===== src/rtl/bsa_pkg.sv =====
`timescale 1ns / 1ps

package bsa_pkg;

    // Pool geometry
    localparam int MAX_ORDER = 10;
    localparam int TOP_RESET = 10;

    // Item field widths
    localparam int ORD_W = 4;
    localparam int SEG_W = 10;
    localparam int STATUS_W = 2;
    localparam int IN_TDATA_W = ((ORD_W + SEG_W + 7) / 8) * 8;
    localparam int OUT_TDATA_W = ((SEG_W + 7) / 8) * 8;

    // Configuration port
    localparam int APB_AW = 3;
    localparam int APB_DW = 32;
    localparam logic REG_TOP_ORDER = 1'b0;

    // Free-map storage: one 32-bit word holds 32 block flags of one order
    localparam int WORD_LOG = 5;
    localparam int WORD_W = 1 << WORD_LOG;
    localparam int OW = ($clog2(MAX_ORDER + 1) > ORD_W) ? $clog2(MAX_ORDER + 1) : ORD_W;
    localparam int IDX_W = (MAX_ORDER > WORD_LOG) ? MAX_ORDER : WORD_LOG;
    localparam int WW = (IDX_W - WORD_LOG > 1) ? IDX_W - WORD_LOG : 1;
    localparam int CW = IDX_W + 1;
    localparam int SPAN_W = (IDX_W > SEG_W) ? IDX_W : SEG_W;
    // Orders below P_MULTI span 2^(P_MULTI-1-o) words, the rest one word each
    localparam int P_MULTI = MAX_ORDER - WORD_LOG + 1;
    localparam int N_WORDS = (P_MULTI > 0) ? (1 << P_MULTI) - 1 + (MAX_ORDER + 1 - P_MULTI)
                                           : MAX_ORDER + 1;
    localparam int AW = (N_WORDS > 1) ? $clog2(N_WORDS) : 1;

    typedef logic [OW-1:0] t_ord;
    typedef logic [AW-1:0] t_waddr;
    typedef logic [WORD_W-1:0] t_word;
    typedef logic [WORD_LOG-1:0] t_bit;
    typedef logic [IDX_W-1:0] t_idx;
    typedef logic [WW-1:0] t_woff;

    typedef enum logic {
        ACT_ALLOC = 1'b0,
        ACT_FREE  = 1'b1
    } t_act;

    typedef enum logic [STATUS_W-1:0] {
        ST_OK      = 2'd0,
        ST_NOSPACE = 2'd1,
        ST_RANGE   = 2'd2
    } t_status;

    // Word unit operations
    typedef enum logic [1:0] {
        U_CLR,       // clear the selected bit
        U_CLR_MATE,  // clear the buddy of the selected bit
        U_SET,       // set the selected bit
        U_ONE_MATE   // a word holding only the buddy of the selected bit
    } t_uop;

    typedef enum logic [2:0] {
        S_CLEAR,
        S_IDLE,
        S_SRD,
        S_SCHK,
        S_SPLIT,
        S_FRD,
        S_FCHK,
        S_DONE
    } t_state;

    typedef struct packed {
        t_status status;
        logic [SEG_W-1:0] first;
    } t_res;

    localparam t_ord TOP_INIT = t_ord'((TOP_RESET > MAX_ORDER) ? MAX_ORDER : TOP_RESET);

    // First word of the free map of order o
    function automatic t_waddr word_base(input t_ord o);
        t_waddr base;
        if (P_MULTI > 0) begin
            if (int'(o) <= P_MULTI) begin
                base = t_waddr'((1 << P_MULTI) - ((1 << P_MULTI) >> o));
            end else begin
                base = t_waddr'((1 << P_MULTI) - 1 + int'(o) - P_MULTI);
            end
        end else begin
            base = t_waddr'(o);
        end
        return base;
    endfunction

endpackage


===== src/rtl/buddy_segment_allocator_core.sv =====
`timescale 1ns / 1ps

// Buddy segment allocator with one free bitmap per order.
// Input channel s_axis: tuser = action (0 allocate, 1 free), tdata = order
// and segment. Output channel m_axis: one item per request, tuser = status
// (0 ok, 1 no free block, 2 order above top order), tdata = first segment.
// The maps sit in a 68-word x 32-bit memory behind a single word unit,
// stepped by a small sequencer; one request is worked at a time.
// Per request, a free reads and rewrites one map word per level it visits;
// an allocate reads and checks each map word scanned (orders from the
// requested one upward, up to 2^(top-o-5) words each), then writes one word
// per split level. An order above top order is answered without a map access.
// Reset, or a write of top_order over the APB port, starts a clearing pass
// over all 68 words (one word a cycle) that leaves one free block at
// top_order; no item is accepted meanwhile. A result waits in the output
// register while the receiver stalls; the next request is accepted and
// worked meanwhile and holds at its end until the register frees up.
module buddy_segment_allocator_core (
    input  logic                            i_clk,
    input  logic                            i_rst_n,
    input  logic                            s_axis_tvalid,
    output logic                            s_axis_tready,
    input  logic [bsa_pkg::IN_TDATA_W-1:0]  s_axis_tdata,   // order[3:0], segment[13:4]
    input  logic                            s_axis_tuser,   // action[0]
    output logic                            m_axis_tvalid,
    input  logic                            m_axis_tready,
    output logic [bsa_pkg::OUT_TDATA_W-1:0] m_axis_tdata,   // first_segment[9:0]
    output logic [bsa_pkg::STATUS_W-1:0]    m_axis_tuser,   // status[1:0]
    input  logic                            psel,
    input  logic                            penable,
    input  logic                            pwrite,
    input  logic [bsa_pkg::APB_AW-1:0]      paddr,
    input  logic [bsa_pkg::APB_DW-1:0]      pwdata,
    output logic [bsa_pkg::APB_DW-1:0]      prdata,
    output logic                            pready
);

    bsa_pkg::t_ord r_top;
    bsa_pkg::t_ord wr_top;
    logic          cfg_wr;
    logic          res_valid;
    logic          res_take;
    bsa_pkg::t_res res;
    logic          r_mval;
    bsa_pkg::t_res r_mres;

    // Top order register; an out-of-range value saturates
    assign pready = 1'b1;
    assign cfg_wr = psel && penable && pwrite && pready
                  && (paddr[bsa_pkg::APB_AW-1] == bsa_pkg::REG_TOP_ORDER);
    assign wr_top = (bsa_pkg::t_ord'(pwdata[bsa_pkg::ORD_W-1:0])
                     > bsa_pkg::t_ord'(bsa_pkg::MAX_ORDER))
                  ? bsa_pkg::t_ord'(bsa_pkg::MAX_ORDER)
                  : bsa_pkg::t_ord'(pwdata[bsa_pkg::ORD_W-1:0]);
    assign prdata = bsa_pkg::APB_DW'(r_top);

    always_ff @(posedge i_clk) begin
        if (!i_rst_n) begin
            r_top <= bsa_pkg::TOP_INIT;
        end else if (cfg_wr) begin
            r_top <= wr_top;
        end
    end

    bsa_ctrl u_ctrl (
        .i_clk       (i_clk),
        .i_rst_n     (i_rst_n),
        .i_clear     (cfg_wr),
        .i_top       (r_top),
        .i_in_valid  (s_axis_tvalid),
        .o_in_ready  (s_axis_tready),
        .i_action    (s_axis_tuser),
        .i_order     (s_axis_tdata[bsa_pkg::ORD_W-1:0]),
        .i_segment   (s_axis_tdata[bsa_pkg::ORD_W+bsa_pkg::SEG_W-1:bsa_pkg::ORD_W]),
        .o_res_valid (res_valid),
        .o_res       (res),
        .i_res_take  (res_take)
    );

    // Output register: load a finished result when the slot is empty or draining
    assign res_take = !r_mval || m_axis_tready;

    always_ff @(posedge i_clk) begin
        if (!i_rst_n) begin
            r_mval <= 1'b0;
        end else if (res_valid && res_take) begin
            r_mval <= 1'b1;
        end else if (m_axis_tready) begin
            r_mval <= 1'b0;
        end
    end

    always_ff @(posedge i_clk) begin
        if (res_valid && res_take) begin
            r_mres <= res;
        end
    end

    assign m_axis_tvalid = r_mval;
    assign m_axis_tuser  = r_mres.status;
    assign m_axis_tdata  = bsa_pkg::OUT_TDATA_W'(r_mres.first);

endmodule


===== src/rtl/bsa_map_ram.sv =====
`timescale 1ns / 1ps

module bsa_map_ram (
    input  logic           i_clk,
    input  logic           i_we,
    input  bsa_pkg::t_waddr i_waddr,
    input  bsa_pkg::t_word  i_wdata,
    input  bsa_pkg::t_waddr i_raddr,
    output bsa_pkg::t_word  o_rdata
);

    bsa_pkg::t_word mem [bsa_pkg::N_WORDS];
    bsa_pkg::t_word r_rdata;

    always_ff @(posedge i_clk) begin
        if (i_we) begin
            mem[i_waddr] <= i_wdata;
        end
    end

    always_ff @(posedge i_clk) begin
        r_rdata <= mem[i_raddr];
    end

    assign o_rdata = r_rdata;

endmodule


===== src/rtl/bsa_word_unit.sv =====
`timescale 1ns / 1ps

module bsa_word_unit (
    input  bsa_pkg::t_word i_word,
    input  bsa_pkg::t_bit  i_bit,
    input  bsa_pkg::t_uop  i_op,
    output logic           o_any,
    output bsa_pkg::t_bit  o_ffs,
    output logic           o_mate,
    output bsa_pkg::t_word o_word
);

    bsa_pkg::t_bit  mate_bit;
    bsa_pkg::t_word oh_bit;
    bsa_pkg::t_word oh_mate;

    // Lowest set bit
    always_comb begin
        o_ffs = '0;
        for (int i = bsa_pkg::WORD_W - 1; i >= 0; i--) begin
            if (i_word[i]) begin
                o_ffs = bsa_pkg::t_bit'(i);
            end
        end
    end

    assign o_any    = |i_word;
    assign mate_bit = i_bit ^ bsa_pkg::t_bit'(1);
    assign oh_bit   = bsa_pkg::t_word'(1) << i_bit;
    assign oh_mate  = bsa_pkg::t_word'(1) << mate_bit;
    assign o_mate   = i_word[mate_bit];

    always_comb begin
        unique case (i_op)
            bsa_pkg::U_CLR:      o_word = i_word & ~oh_bit;
            bsa_pkg::U_CLR_MATE: o_word = i_word & ~oh_mate;
            bsa_pkg::U_SET:      o_word = i_word | oh_bit;
            bsa_pkg::U_ONE_MATE: o_word = oh_mate;
        endcase
    end

endmodule


===== src/rtl/bsa_ctrl.sv =====
`timescale 1ns / 1ps

module bsa_ctrl (
    input  logic              i_clk,
    input  logic              i_rst_n,
    input  logic              i_clear,
    input  bsa_pkg::t_ord     i_top,
    input  logic              i_in_valid,
    output logic              o_in_ready,
    input  logic              i_action,
    input  logic [bsa_pkg::ORD_W-1:0] i_order,
    input  logic [bsa_pkg::SEG_W-1:0] i_segment,
    output logic              o_res_valid,
    output bsa_pkg::t_res     o_res,
    input  logic              i_res_take
);

    bsa_pkg::t_state  r_state, n_state;
    bsa_pkg::t_act    r_act, n_act;
    bsa_pkg::t_ord    r_order, n_order;
    bsa_pkg::t_ord    r_o, n_o;
    bsa_pkg::t_idx    r_idx, n_idx;
    bsa_pkg::t_woff   r_woff, n_woff;
    bsa_pkg::t_status r_status, n_status;
    bsa_pkg::t_waddr  r_caddr, n_caddr;

    logic             m_we;
    bsa_pkg::t_waddr  m_waddr;
    bsa_pkg::t_word   m_wdata;
    bsa_pkg::t_waddr  m_raddr;
    bsa_pkg::t_word   m_rdata;

    bsa_pkg::t_bit    u_bit;
    bsa_pkg::t_uop    u_op;
    logic             u_any;
    bsa_pkg::t_bit    u_ffs;
    logic             u_mate;
    bsa_pkg::t_word   u_word;

    bsa_pkg::t_ord    ord_in;
    logic             in_range;
    logic [bsa_pkg::SPAN_W-1:0] free_span;
    bsa_pkg::t_idx    split_idx;
    bsa_pkg::t_waddr  srch_addr;
    bsa_pkg::t_waddr  free_addr;
    logic [bsa_pkg::CW-1:0] scan_end;
    logic [bsa_pkg::CW-1:0] map_bits;
    logic             last_word;
    logic             merge;
    logic [bsa_pkg::SPAN_W-1:0] first_span;

    bsa_map_ram u_ram (
        .i_clk   (i_clk),
        .i_we    (m_we),
        .i_waddr (m_waddr),
        .i_wdata (m_wdata),
        .i_raddr (m_raddr),
        .o_rdata (m_rdata)
    );

    bsa_word_unit u_unit (
        .i_word (m_rdata),
        .i_bit  (u_bit),
        .i_op   (u_op),
        .o_any  (u_any),
        .o_ffs  (u_ffs),
        .o_mate (u_mate),
        .o_word (u_word)
    );

    assign ord_in   = bsa_pkg::t_ord'(i_order);
    assign in_range = ord_in <= i_top;

    // Block index of a freed segment, wrapped to the map of its order
    assign free_span = (bsa_pkg::SPAN_W'(i_segment) >> ord_in)
                     & ((bsa_pkg::SPAN_W'(1) << (i_top - ord_in)) - bsa_pkg::SPAN_W'(1));

    assign split_idx = {r_idx[bsa_pkg::IDX_W-2:0], 1'b0};
    assign srch_addr = bsa_pkg::word_base(r_o) + bsa_pkg::t_waddr'(r_woff);
    assign free_addr = bsa_pkg::word_base(r_o)
                     + bsa_pkg::t_waddr'(r_idx >> bsa_pkg::WORD_LOG);

    // Last word of the map in use at this order
    assign scan_end  = (bsa_pkg::CW'(r_woff) + bsa_pkg::CW'(1)) << bsa_pkg::WORD_LOG;
    assign map_bits  = bsa_pkg::CW'(1) << (i_top - r_o);
    assign last_word = scan_end >= map_bits;

    assign merge      = (r_o < i_top) && u_mate;
    assign first_span = bsa_pkg::SPAN_W'(r_idx) << r_order;

    // Next state
    always_comb begin
        n_state = r_state;
        unique case (r_state)
            bsa_pkg::S_CLEAR: begin
                if (r_caddr == bsa_pkg::t_waddr'(bsa_pkg::N_WORDS - 1)) begin
                    n_state = bsa_pkg::S_IDLE;
                end
            end
            bsa_pkg::S_IDLE: begin
                if (i_in_valid) begin
                    if (!in_range) begin
                        n_state = bsa_pkg::S_DONE;
                    end else if (i_action == bsa_pkg::ACT_FREE) begin
                        n_state = bsa_pkg::S_FRD;
                    end else begin
                        n_state = bsa_pkg::S_SRD;
                    end
                end
            end
            bsa_pkg::S_SRD: n_state = bsa_pkg::S_SCHK;
            bsa_pkg::S_SCHK: begin
                if (u_any) begin
                    n_state = (r_o == r_order) ? bsa_pkg::S_DONE : bsa_pkg::S_SPLIT;
                end else if (last_word && r_o == i_top) begin
                    n_state = bsa_pkg::S_DONE;
                end else begin
                    n_state = bsa_pkg::S_SRD;
                end
            end
            bsa_pkg::S_SPLIT: begin
                if (bsa_pkg::t_ord'(r_o - 1'b1) == r_order) begin
                    n_state = bsa_pkg::S_DONE;
                end
            end
            bsa_pkg::S_FRD: n_state = bsa_pkg::S_FCHK;
            bsa_pkg::S_FCHK: n_state = merge ? bsa_pkg::S_FRD : bsa_pkg::S_DONE;
            bsa_pkg::S_DONE: begin
                if (i_res_take) begin
                    n_state = bsa_pkg::S_IDLE;
                end
            end
        endcase
        if (i_clear) begin
            n_state = bsa_pkg::S_CLEAR;
        end
    end

    // Datapath and memory control
    always_comb begin
        n_act    = r_act;
        n_order  = r_order;
        n_o      = r_o;
        n_idx    = r_idx;
        n_woff   = r_woff;
        n_status = r_status;
        n_caddr  = r_caddr;
        m_we     = 1'b0;
        m_waddr  = srch_addr;
        m_wdata  = u_word;
        m_raddr  = srch_addr;
        u_bit    = r_idx[bsa_pkg::WORD_LOG-1:0];
        u_op     = bsa_pkg::U_SET;
        unique case (r_state)
            bsa_pkg::S_CLEAR: begin
                m_we    = 1'b1;
                m_waddr = r_caddr;
                m_wdata = (r_caddr == bsa_pkg::word_base(i_top)) ? bsa_pkg::t_word'(1) : '0;
                n_caddr = bsa_pkg::t_waddr'(r_caddr + 1'b1);
            end
            bsa_pkg::S_IDLE: begin
                if (i_in_valid) begin
                    n_act    = bsa_pkg::t_act'(i_action);
                    n_order  = ord_in;
                    n_o      = ord_in;
                    n_woff   = '0;
                    n_idx    = free_span[bsa_pkg::IDX_W-1:0];
                    n_status = in_range ? bsa_pkg::ST_OK : bsa_pkg::ST_RANGE;
                end
            end
            bsa_pkg::S_SRD: begin
                m_raddr = srch_addr;
            end
            bsa_pkg::S_SCHK: begin
                // take the lowest free block of the word
                u_op  = bsa_pkg::U_CLR;
                u_bit = u_ffs;
                if (u_any) begin
                    m_we  = 1'b1;
                    n_idx = (bsa_pkg::t_idx'(r_woff) << bsa_pkg::WORD_LOG)
                          | bsa_pkg::t_idx'(u_ffs);
                end else if (last_word) begin
                    if (r_o == i_top) begin
                        n_status = bsa_pkg::ST_NOSPACE;
                    end else begin
                        n_o    = bsa_pkg::t_ord'(r_o + 1'b1);
                        n_woff = '0;
                    end
                end else begin
                    n_woff = bsa_pkg::t_woff'(r_woff + 1'b1);
                end
            end
            bsa_pkg::S_SPLIT: begin
                // maps from the requested up to the found order are empty: write the upper buddy alone
                u_op    = bsa_pkg::U_ONE_MATE;
                u_bit   = split_idx[bsa_pkg::WORD_LOG-1:0];
                m_we    = 1'b1;
                m_waddr = bsa_pkg::word_base(bsa_pkg::t_ord'(r_o - 1'b1))
                        + bsa_pkg::t_waddr'(split_idx >> bsa_pkg::WORD_LOG);
                n_o     = bsa_pkg::t_ord'(r_o - 1'b1);
                n_idx   = split_idx;
            end
            bsa_pkg::S_FRD: begin
                m_raddr = free_addr;
            end
            bsa_pkg::S_FCHK: begin
                // block and buddy share a word
                u_op    = merge ? bsa_pkg::U_CLR_MATE : bsa_pkg::U_SET;
                m_we    = 1'b1;
                m_waddr = free_addr;
                if (merge) begin
                    n_idx = r_idx >> 1;
                    n_o   = bsa_pkg::t_ord'(r_o + 1'b1);
                end
            end
            bsa_pkg::S_DONE: begin
                m_raddr = srch_addr;
            end
        endcase
        if (i_clear) begin
            n_caddr = '0;
        end
    end

    always_ff @(posedge i_clk) begin
        if (!i_rst_n) begin
            r_state <= bsa_pkg::S_CLEAR;
            r_caddr <= '0;
        end else begin
            r_state <= n_state;
            r_caddr <= n_caddr;
        end
    end

    always_ff @(posedge i_clk) begin
        r_act    <= n_act;
        r_order  <= n_order;
        r_o      <= n_o;
        r_idx    <= n_idx;
        r_woff   <= n_woff;
        r_status <= n_status;
    end

    assign o_in_ready   = (r_state == bsa_pkg::S_IDLE);
    assign o_res_valid  = (r_state == bsa_pkg::S_DONE);
    assign o_res.status = r_status;
    assign o_res.first  = (r_act == bsa_pkg::ACT_ALLOC && r_status == bsa_pkg::ST_OK)
                        ? first_span[bsa_pkg::SEG_W-1:0] : '0;

`ifndef ASSERT_OFF
    a_clear_in_map: assert property (@(posedge i_clk) disable iff (!i_rst_n)
        (r_state == bsa_pkg::S_CLEAR) |-> (r_caddr <= bsa_pkg::t_waddr'(bsa_pkg::N_WORDS - 1)))
        else $error("clearing pass beyond the free map");

    a_walk_bounded: assert property (@(posedge i_clk) disable iff (!i_rst_n)
        (r_state == bsa_pkg::S_SRD || r_state == bsa_pkg::S_SCHK || r_state == bsa_pkg::S_SPLIT
         || r_state == bsa_pkg::S_FRD || r_state == bsa_pkg::S_FCHK) |-> (r_o <= i_top))
        else $error("order walk above top order");

    a_split_above: assert property (@(posedge i_clk) disable iff (!i_rst_n)
        (r_state == bsa_pkg::S_SPLIT) |-> (r_o > r_order))
        else $error("split below requested order");

    a_alloc_order: assert property (@(posedge i_clk) disable iff (!i_rst_n)
        (o_res_valid && r_act == bsa_pkg::ACT_ALLOC && r_status == bsa_pkg::ST_OK)
        |-> (r_o == r_order))
        else $error("allocation finished at wrong order");
`endif

endmodule


===== config.mk =====
export PLATFORM = sky130hd
export DESIGN_NAME = buddy_segment_allocator_core
export DESIGN_NICKNAME = d
export VERILOG_FILES = /design/src/rtl/bsa_pkg.sv /design/src/rtl/buddy_segment_allocator_core.sv /design/src/rtl/bsa_map_ram.sv /design/src/rtl/bsa_word_unit.sv /design/src/rtl/bsa_ctrl.sv
export SDC_FILE = /design/constraint.sdc
export NUM_CORES = 2
export LEC_CHECK = 0
export BUFFER_PORTS_ARGS = -buffer_cell sky130_fd_sc_hd__buf_2
export CORE_ASPECT_RATIO = 1.4
export CORE_MARGIN = 1.5
export CORE_UTILIZATION = 36
export DETAILED_ROUTE_END_ITERATION = 10
export HOLD_SLACK_MARGIN = 0.12
export PLACE_DENSITY = 0.56
export SYNTH_ARGS = -nofsm -noshare
export SYNTH_HDL_FRONTEND = slang
export SYNTH_SLANG_ARGS = --single-unit

===== constraint.sdc =====
create_clock -name i_clk -period 8.4 [get_ports i_clk]
set_clock_uncertainty 0.1 [all_clocks]
set_input_delay 0.84 -clock i_clk [delete_from_list [all_inputs] [get_ports i_clk]]
set_output_delay 0.84 -clock i_clk [all_outputs]
set_load 0.02 [all_outputs]

==> impl_results.md <==
* Vias/cell at ~5.4
* Seq/Total Area, Yosys at 72.7%
* DRC at 0
* Worst-path fanout max at 22
* Port bufs at 44
* Worst vdd ir at ~0.15 mV
* Syn Inst Count at 4931
* Final worst-path cycle share at a little over 80%
* Footprint of the multi-input gates at 0.0245 mm²
* Full die area at 0.261 mm²
* H-tree depth at 4
* Top layer in use: met4
* Die width at 432 µm
* CTS Buf Count at 209
* Filler instances at 22655
* Average cell area after synthesis at 18.8 µm²
* Initial DRC Count at 4745
* GRT overflow at 0
* Leak Pwr at 0.0318 µW
* Wire per inst at about 29 µm
* Yosys cell types at 74
* Met2 routed WL at between 100000 and 150000 µm
* Clock Latency Late Sink at 0.85 ns
* GRT Total Usage at 19.1%
* Crit path kind: reg -> reg
* Share of the synthesized area in the top cell type at 71.7%
* Netlist Area Pre-Place at between 0.09 and 0.1 mm²
* Largest net degree at the start of global routing at 107
* Detailed Route WL at 252000 µm
* Max-cap violation count at 0
* Final setup vio count at 0
* Vias at 47383
* Root buf cell: clkbuf_16
* Final nets at between 5000 and 6000
* Vias in the first global route at slightly below 50000
* Post-synth EDFFs at 2214
* YS warnings at 0
* Least-Margin Pin Slew at 1.38 ns
* Ys async rst share at 0%
* Worst slew margin at 7.73%
* Power per cell area at 211 mW/mm²
* CP Capture Type: flip-flop
* Ports at roughly 110
* DRT Pass-1 Iters at 5
* CTS tree: done
* WP data required at 8.82 ns
* Global-route wire length before repair at 356000 µm
* Pins Over Slew Limit at 0
* Hold Path Class: in -> reg
* Starting Density at 36.2%
* HPWL after DPL at 147000 µm
* Post-CTS setup buffers at 0
* Clk sinks at 2261
* Dominant cell type by area after synthesis: edfxtp_1
* Ranking of synthesized cells by area: edfxtp_1 (72%), mux4_2 (13%), mux2i_1 (1.8%)
* Placer congestion estimate at 0.877
* Area delta synth->final at 13.7%
* Core Box Area at 0.256 mm²
* Die H at 603 µm
* Final ANT Viol Nets at 0
* Setup crit start kind: flip-flop
* #FFs+latches synth at 2261
* Layout cell share with drive strength beyond 1 at 24.5%
* RSZ-0062 raised after global routing: false
* Fmax at 144 MHz
* Period minus WS final at 6.92 ns
* Rows at 220
* Clk slew on worst S/H paths at 0.07 ns
* DR WL met3 at 11600 µm
* Register area at 0.0674 mm²
* Initial antenna violation count at 5
* Top FF cell, synth: edfxtp_1
* Hold Vio Cnt, Final at 0
* Crit path arrival time at 7.34 ns
* TNS Setup at 0 ns
* Wl on met1 at 95800 µm
* CTS Buffer Depth at 4
* Hold Worst Slack at 0.184 ns
* Post-cts resize count at 0
* Run status: complete, no violations
[synthesized netlist by cell type (7+ instances only)]
library cell and count:
nand4_1 7, a31oi_1 19, ha_1 49, buf_4 37, and2_1 11, mux2i_1 170
o221ai_1 17, nand2_1 199, o31ai_1 11, nor2b_1 87, o21ai_0 140, clkbuf_1 208
a211oi_1 113, a22oi_1 12, o22ai_1 10, nor4_1 18, nor2_1 271, buf_1 31
nand3_1 35, a21o_1 10, nor3_1 27, a22o_1 13, nand2b_1 10, buf_2 50
mux2_2 72, xor2_1 28, o21a_1 11, a21oi_1 221, mux4_2 549, dfxtp_1 47
inv_1 54, o211ai_1 50, edfxtp_1 2214, xnor2_1 26
[worst paths after layout]
kind	start	end	slack, ns	cells past startpoint
max	u_ctrl.r_o[1]$_DFFE_PP_	u_ctrl.u_ram.mem[0][24]$_DFFE_PP_	1.48	20
min	s_axis_tuser	u_ctrl.r_act$_DFFE_PP_	0.18	1
max reg2reg	u_ctrl.r_o[1]$_DFFE_PP_	u_ctrl.u_ram.mem[0][24]$_DFFE_PP_	1.48	20
min reg2reg	u_ctrl.r_status[1]$_SDFFCE_PP0P_	m_axis_tuser[1]$_DFFE_PP_	0.42	0
[flip-flops by register name, indices dropped and copies added (netlist names), 3 cells and up]
name and count:
m_axis_tdata 10, r_top 4, u_ctrl.r_caddr 7, u_ctrl.r_idx 10, u_ctrl.r_o 4, u_ctrl.r_order 4
u_ctrl.r_state 3, u_ctrl.r_woff 5, u_ctrl.u_ram.mem 2176, u_ctrl.u_ram.o_rdata 32
[critical path, stage by stage (launching register included)]
cell and delay (ns):
edfxtp_1 0.60, inv_1 0.24, ha_1 0.30, ha_1 0.61, nand2b_1 0.18, o21ai_0 0.40, o21a_1 0.19, inv_1 0.05
fa_1 0.40, nor2b_1 0.13, o21a_1 0.13, o21ai_0 0.08, a211oi_1 0.29, xnor2_1 0.13, nor2_1 0.13, a21oi_1 0.06
a221oi_1 0.95, nand2b_1 0.26, nand2b_1 0.70, nor2_4 0.23, buf_4 0.37
[area by class of cell]
| class | instances | share of cell area [%] |
|---|---|---|
| diodes | 7 | 0.0166 |
| clock buffers | 255 | 5.30 |
| clock inverters | 115 | 1.22 |
| inverters | 54 | 0.192 |
| multi-input cells | 2321 | 23.3 |
| flip-flops and latches | 2261 | 64.0 |
| well taps | 3441 | 4.09 |
| repair buffers | 247 | 1.94 |
[cells in the final DEF (no fill, tap or decap), drive strengths merged, types with 10 or more instances in the layout]
cell type	instances
dfxtp	47
conb	35
a22o	13
o211ai	50
edfxtp	2214
o221ai	17
nor2b	87
and2	11
nor3	28
a211oi	113
o21a	11
clkbuf	255
a31oi	19
ha	49
bufinv	28
nand2b	10
a22oi	12
xor2	28
o31ai	11
o21ai	140
xnor2	26
nand2	199
a21oi	221
mux4	549
a21o	10
o22ai	10
nor2	271
clkinv	75
nand3	36
inv	60
nor4	18
mux2i	170
buf	245
mux2	77
[timing repair]
item / 4_1_cts / 5_1_grt
endpoints found under the setup margin: 0 / 0
hold endpoints to repair: 1 / 0
hold buffers: 2 / 0
[per-layer routing]
layer / vias up / global-route usage (%)
met1: 25105 / 23.1
met3: 440 / 2.17
met4: 0 / 9.04
met5: - / 0
li1: 20369 / -
met2: 1469 / 33.8
[stage by stage]
stage               std cells  utilization (%)  cell area [µm²]  power [µW]  setup WS (ns)
global route             8697             41.1           105000       22800           1.03
detailed placement       8322             38.4            98500       12800           1.61
global placement         8322             38.4            98500       12800           1.52
floorplan                4964                -            92800       12700           2.33
CTS                      8694             41.1           105000       22400           1.57
finish                   8701             41.1           105000       22200           1.48
[power breakdown]
| part | switching [µW] | internal (µW) | leakage [µW] |
|---|---|---|---|
| clock | 4120 | 5570 | 0.00337 |
| sequential | 17.2 | 12300 | 0.0193 |
| combinational | 169 | 66.2 | 0.00908 |
| total | 4310 | 17900 | 0.0318 |
[logic make-up after synthesis]
family / after synthesis / share of synthesized area [%]
flip-flops: 2261 / 72.7
multiplexers: 796 / 16.1
AND/OR/NAND/NOR: 702 / 3.46
AO/OA/AOI/OAI: 680 / 4.62
buffers and inverters: 382 / 1.78
adder cells (fa/ha/maj): 54 / 0.769
XOR/XNOR: 54 / 0.510
other: 2 / 0.00810
Note: power is estimated with default switching activity, not from simulation.
